**src/rtl/mflrd_pkg.sv**
```systemverilog
package mflrd_pkg;

  // operation codes carried in s_tuser
  localparam logic [2:0] OP_POINT = 3'd0;
  localparam logic [2:0] OP_LINE  = 3'd1;
  localparam logic [2:0] OP_RECT  = 3'd2;
  localparam logic [2:0] OP_FILL  = 3'd3;
  localparam logic [2:0] OP_READ  = 3'd4;

  // endpoint sources for the line engine
  localparam logic [2:0] SRC_POINT  = 3'd0;
  localparam logic [2:0] SRC_FULL   = 3'd1;
  localparam logic [2:0] SRC_EDGE0  = 3'd2;  // (sx,sy)-(sx,ey)
  localparam logic [2:0] SRC_EDGE1  = 3'd3;  // (sx,sy)-(ex,sy)
  localparam logic [2:0] SRC_EDGE2  = 3'd4;  // (sx,ey)-(ex,ey)
  localparam logic [2:0] SRC_EDGE3  = 3'd5;  // (ex,sy)-(ex,ey)
  localparam logic [2:0] SRC_COLUMN = 3'd6;  // one fill column

  localparam logic [7:0] PIX_MASK = 8'h80;

  localparam int COORD_W = 15;
  localparam int CUR_W   = 17;

  typedef struct packed {
    logic       clr;
    logic       capture;
    logic       line_ld;
    logic [2:0] src;
    logic       px_addr;
    logic       px_rd;
    logic       px_wr;
    logic       fill_init;
    logic       fill_next;
    logic       rd_issue;
    logic       rd_take;
    logic       out_load;
  } cmd_t;

  typedef struct packed {
    logic [2:0] op;
    logic       clr_last;
    logic       run_done;
    logic       fill_empty;
    logic       fill_last;
    logic       out_free;
  } sts_t;

endpackage

```
**src/rtl/mflrd_ctrl.sv**
```systemverilog
module mflrd_ctrl (
  input  logic            clk,
  input  logic            rst,
  input  logic            s_tvalid,
  output logic            s_tready,
  input  mflrd_pkg::sts_t sts,
  output mflrd_pkg::cmd_t cmd
);
  import mflrd_pkg::*;

  localparam logic [3:0] S_CLEAR     = 4'd0;
  localparam logic [3:0] S_IDLE      = 4'd1;
  localparam logic [3:0] S_DISPATCH  = 4'd2;
  localparam logic [3:0] S_LINE_LD   = 4'd3;
  localparam logic [3:0] S_PX_ADDR   = 4'd4;
  localparam logic [3:0] S_PX_RD     = 4'd5;
  localparam logic [3:0] S_PX_WR     = 4'd6;
  localparam logic [3:0] S_FILL_INIT = 4'd7;
  localparam logic [3:0] S_FILL_CHK  = 4'd8;
  localparam logic [3:0] S_RD_ISSUE  = 4'd9;
  localparam logic [3:0] S_RD_DATA   = 4'd10;
  localparam logic [3:0] S_DONE      = 4'd11;

  logic [3:0] state, state_next;
  logic [2:0] src, src_next;
  logic [1:0] edge_phase, edge_phase_next;

  function automatic logic [2:0] edge_src(input logic [1:0] e);
    logic [2:0] s;
    unique case (e)
      2'd0: s = SRC_EDGE0;
      2'd1: s = SRC_EDGE1;
      2'd2: s = SRC_EDGE2;
      default: s = SRC_EDGE3;
    endcase
    return s;
  endfunction

  assign s_tready = (state == S_IDLE);

  // next state and command decode
  always_comb begin
    state_next      = state;
    src_next        = src;
    edge_phase_next = edge_phase;
    cmd             = '0;
    cmd.src         = src;
    unique case (state)
      S_CLEAR: begin
        cmd.clr = 1'b1;
        if (sts.clr_last) state_next = S_IDLE;
      end
      S_IDLE: begin
        if (s_tvalid) begin
          cmd.capture = 1'b1;
          state_next  = S_DISPATCH;
        end
      end
      S_DISPATCH: begin
        edge_phase_next = 2'd0;
        case (sts.op)
          OP_POINT: begin
            src_next   = SRC_POINT;
            state_next = S_LINE_LD;
          end
          OP_LINE: begin
            src_next   = SRC_FULL;
            state_next = S_LINE_LD;
          end
          OP_RECT: begin
            src_next   = SRC_EDGE0;
            state_next = S_LINE_LD;
          end
          OP_FILL: state_next = S_FILL_INIT;
          OP_READ: state_next = S_RD_ISSUE;
          default: state_next = S_DONE;
        endcase
      end
      S_LINE_LD: begin
        cmd.line_ld = 1'b1;
        state_next  = S_PX_ADDR;
      end
      S_PX_ADDR: begin
        cmd.px_addr = 1'b1;
        state_next  = S_PX_RD;
      end
      S_PX_RD: begin
        cmd.px_rd  = 1'b1;
        state_next = S_PX_WR;
      end
      S_PX_WR: begin
        cmd.px_wr = 1'b1;
        if (!sts.run_done) begin
          state_next = S_PX_ADDR;
        end else if (sts.op == OP_RECT && edge_phase != 2'd3) begin
          edge_phase_next = edge_phase + 2'd1;
          src_next        = edge_src(edge_phase + 2'd1);
          state_next      = S_LINE_LD;
        end else if (sts.op == OP_FILL && !sts.fill_last) begin
          cmd.fill_next = 1'b1;
          state_next    = S_LINE_LD;
        end else begin
          state_next = S_DONE;
        end
      end
      S_FILL_INIT: begin
        cmd.fill_init = 1'b1;
        src_next      = SRC_COLUMN;
        state_next    = S_FILL_CHK;
      end
      S_FILL_CHK: begin
        state_next = sts.fill_empty ? S_DONE : S_LINE_LD;
      end
      S_RD_ISSUE: begin
        cmd.rd_issue = 1'b1;
        state_next   = S_RD_DATA;
      end
      S_RD_DATA: begin
        cmd.rd_take = 1'b1;
        state_next  = S_DONE;
      end
      S_DONE: begin
        if (sts.out_free) begin
          cmd.out_load = 1'b1;
          state_next   = S_IDLE;
        end
      end
      default: state_next = S_IDLE;
    endcase
  end

  // state registers
  always_ff @(posedge clk) begin
    if (rst) begin
      state      <= S_CLEAR;
      src        <= SRC_POINT;
      edge_phase <= 2'd0;
    end else begin
      state      <= state_next;
      src        <= src_next;
      edge_phase <= edge_phase_next;
    end
  end

`ifndef ASSERT_OFF
  a_clear_after_reset: assert property (@(posedge clk) disable iff (rst)
    $past(rst) |-> state == S_CLEAR)
    else $error("store clear not started after reset");
  a_capture_dispatch: assert property (@(posedge clk) disable iff (rst)
    cmd.capture |=> state == S_DISPATCH)
    else $error("captured word not dispatched");
  a_write_after_read: assert property (@(posedge clk) disable iff (rst)
    state == S_PX_WR |-> $past(state) == S_PX_RD)
    else $error("pixel write without preceding read");
  a_load_when_free: assert property (@(posedge clk) disable iff (rst)
    cmd.out_load |-> sts.out_free)
    else $error("result loaded over a pending word");
`endif

endmodule

```
**config.mk**
```make
export PLATFORM = sky130hd
export DESIGN_NAME = mflrd_ctrl
export DESIGN_NICKNAME = d
export VERILOG_FILES = /design/src/rtl/mflrd_pkg.sv /design/src/rtl/mflrd_ctrl.sv
export SDC_FILE = /design/constraint.sdc
export NUM_CORES = 1
export LEC_CHECK = 0
export ABC_CLOCK_PERIOD_IN_PS = 1600
export BUFFER_PORTS_ARGS = -buffer_cell sky130_fd_sc_hd__buf_2
export CAP_MARGIN = 40
export CORE_MARGIN = 2
export CORE_UTILIZATION = 45
export DETAILED_ROUTE_END_ITERATION = 7
export PLACE_DENSITY_LB_ADDON = 0.3
export RECOVER_POWER = 100
export SYNTH_ARGS = -nofsm -noshare
export SYNTH_HDL_FRONTEND = slang
export SYNTH_SLANG_ARGS = --single-unit
```
**constraint.sdc**
```tcl
create_clock -name clk -period 1.6 [get_ports clk]
set_input_delay 0.16 -clock clk [delete_from_list [all_inputs] [get_ports clk]]
set_output_delay 0.16 -clock clk [all_outputs]
set_load 0.05 [all_outputs]
```
==> flow_summary.json <==
{
  "yosys_warnings": 0,
  "routed_via_density": 5.91,
  "synthArstFlopShare_pct": 0,
  "synth_flop_cell": "dfxtp_1",
  "slowest_delay_ns": 0.33,
  "die_area_mm2": 0.00196,
  "hpwl_um": 1470,
  "drtPass1Iterations": 4,
  "yosys.area.top_type": "dfxtp_1",
  "row_count": 14,
  "min_period_over_period_pct": 97.7,
  "clkTransAtPathRegs_ns": 0.06,
  "grt_antenna_before_repair": 0,
  "path_max_fanout": 4,
  "vias": 869,
  "synth_cells": 96,
  "cp-endpoint": "cmd[3]",
  "syn_avg_cell_area_um2": 7.59,
  "maxSlewViolCount": 0,
  "pin_count": 26,
  "pre_cts_ws_ns": 0.0699,
  "seq_area_frac_synth_pct": 24.7,
  "p_per_area_mw_per_mm2": 521,
  "cts_tree": "built",
  "grt_pass1_vias": 812,
  "detail_route.wl_per_cell_um": 14.3,
  "arrival_ns": 1.40,
  "synth.area.top_cells": "dfxtp_1, a21oi_1, nor3_1",
  "grt_max_degree": 17,
  "critPathKind": "reg2out",
  "gp_congestion": 0.811,
  "max_cap_viol_count": 0,
  "rsz0062_at_grt": "true",
  "drtIter0Drc": 17,
  "fmaxAchievable_mhz": 640,
  "start_util_pct": 48.3,
  "ys_seq_elements": 9,
  "grt-ovfl-total": 0,
  "start_kind": "flip-flop",
  "setup-violations-final": 0,
  "worstMarginPinSlew_ns": 0.605,
  "ys_types": 39,
  "drt_wl_total_um": 2110,
  "port_buffers": 25,
  "ir_drop_mv": 0.363,
  "numCtsBuffers": 3,
  "leakage_nw": 0.446,
  "status": "finished, final reports clean",
  "path_cells": "nand3b_1 > nor2_4 > nand3_2 > nor3b_4 > buf_6",
  "min_path_type": "in2reg",
  "postCtsHoldBufs": 0,
  "coreArea_mm2": 0.00151,
  "grt_use_total_pct": 24.2,
  "area_growth_pct": 50.5,
  "cts-root-buf": "clkbuf_4",
  "syn_nets": 108,
  "rr_startpoint": "edge_phase[0]",
  "slew_headroom_pct": 59.8,
  "grt_pass1_wl_um": 3470,
  "required_ns": 1.44,
  "fin_crit_ns": 1.56,
  "fin_nets": 144,
  "fin_area_mm2": 0.00110,
  "worst_slack_ns": 0.0373,
  "synth_top_area_share_pct": 24.7,
  "placed_area_um2": 988,
  "clock-sinks": 9,
  "cts_buffer_depth": 2,
  "rr_worst_depth": 5,
  "r2r_end": "src[2]",
  "cp-startpoint": "state[3]",
  "htreeDepth": 1,
  "drive_above_1_share_pct": 46.6,
  "cp_slowest_cell": "dfxtp_2",
  "antenna_left": 0,
  "drc": 0,
  "synth_area_um2": 728,
  "r2r_setup_slack_ns": 0.05,
  "die_h_um": 44.2,
  "worst_setup_path_end_kind": "output port",
  "insertion_delay_ns": 0.27,
  "antenna_cells": 0,
  "fillers": 123,
  "clock_skew_ns": 0.00625,
  "hold_viol_final": 0,
  "die_w_um": 44.2,
  "finalPower_w": 0.000572,
  "synth_edf_count": 0
}
-- metal layers --
| layer | GRT usage, % | wire length [µm] | vias to the layer above | share of wire (%) |
|---|---|---|---|---|
| li1 | - | - | 434 | - |
| met1 | 29.1 | 936 | 404 | 44 |
| met2 | 41.5 | 1050 | 28 | 50 |
| met3 | 9.39 | 112 | 3 | 5.3 |
| met4 | 4.24 | 12 | 0 | 0.57 |
| met5 | 0 | 0 | - | 0 |
-- registers in the layout, indices dropped and copies added, names as in the netlist --
name and cells:
edge_phase 2, src 3, state 4
-- where the power goes --
part           switching [W]  internal [W]
registers         0.00000715      0.000229
logic              0.0000980     0.0000591
clock network      0.0000824     0.0000963
-- synth_stat cells (2+ instances only) --
library cell,number
nor4_1,2
a211o_2,2
inv_1,4
nor2_1,7
nand2b_1,3
o21ai_0,7
nand2_1,6
a21oi_1,10
dfxtp_1,9
nor4b_1,2
nor2b_1,2
clkbuf_1,4
nand3_1,2
nor3b_1,3
a311oi_1,2
nor3_1,8
-- how the worst min path moves through the flow --
stage	from	to	cells past startpoint
2_1_floorplan	sts[0]	state[1]	2
3_3_place_gp	sts[0]	state[1]	3
3_5_place_dp	edge_phase[1]	edge_phase[1]	2
4_1_cts	rst	edge_phase[1]	2
5_1_grt	rst	edge_phase[1]	2
6_report	sts[0]	state[1]	3
-- stage by stage --
stage | instances | setup TNS (ns) | util, % | hold WS (ns)
6_report | 147 | 0 | 72.8 | 0.198
5_1_grt | 147 | -0.100 | 72.8 | 0.225
4_1_cts | 146 | -0.0111 | 71.0 | 0.200
3_5_place_dp | 138 | 0 | 65.6 | 0.474
3_3_place_gp | 138 | 0 | 65.6 | 0.466
2_1_floorplan | 96 | -0.558 | - | 0.343
-- critical path: cells and delay by family, from the launching register on --
family | cells | cell delay, ns
flops | 1 | 0.33
buf+inv | 1 | 0.18
simple gates | 4 | 0.63
-- area by class of cell --
class / instances / area [µm²] / area share, %
sequential: 9 / 184 / 16.8
clock buffer: 4 / 26.3 / 2.40
timing repair buffer: 37 / 248 / 22.6
tap: 16 / 20.0 / 1.83
multi-input combinational: 77 / 603 / 55.0
inverter: 4 / 15.0 / 1.37
-- timing repair --
item	4_1_cts	5_1_grt
endpoints found under the setup margin	8	9
pin swaps	2	6
gates resized for setup	10	11
buffers inserted	4	1
-- cells by family after synthesis --
kind of cell / Yosys count / share of synthesized area [%]
adder cells (fa/ha/maj): 1 / 1.72
AO/OA/AOI/OAI: 34 / 35.4
AND/OR/NAND/NOR: 41 / 31.4
flip-flops: 9 / 24.7
buffers and inverters: 10 / 5.32
multiplexers: 1 / 1.37
-- cells in the final DEF, fill, tap and decap left out, types with 2 or more instances in the layout --
cell | netlist | routed
nand2b_1 | 3 | 2
nor4_4 | 0 | 2
dfxtp_2 | 0 | 3
o21ai_0 | 7 | 7
nor3_1 | 8 | 5
inv_1 | 4 | 4
clkbuf_2 | 0 | 4
nor2_1 | 7 | 6
clkbuf_4 | 0 | 5
nor2b_1 | 2 | 2
a311oi_1 | 2 | 2
clkbuf_1 | 4 | 4
nor3_2 | 0 | 2
dfxtp_1 | 9 | 6
a211o_2 | 2 | 2
buf_6 | 0 | 3
buf_2 | 1 | 13
buf_4 | 0 | 11
nand2_1 | 6 | 5
a21oi_1 | 10 | 10
(Power assumes the default switching activity.)
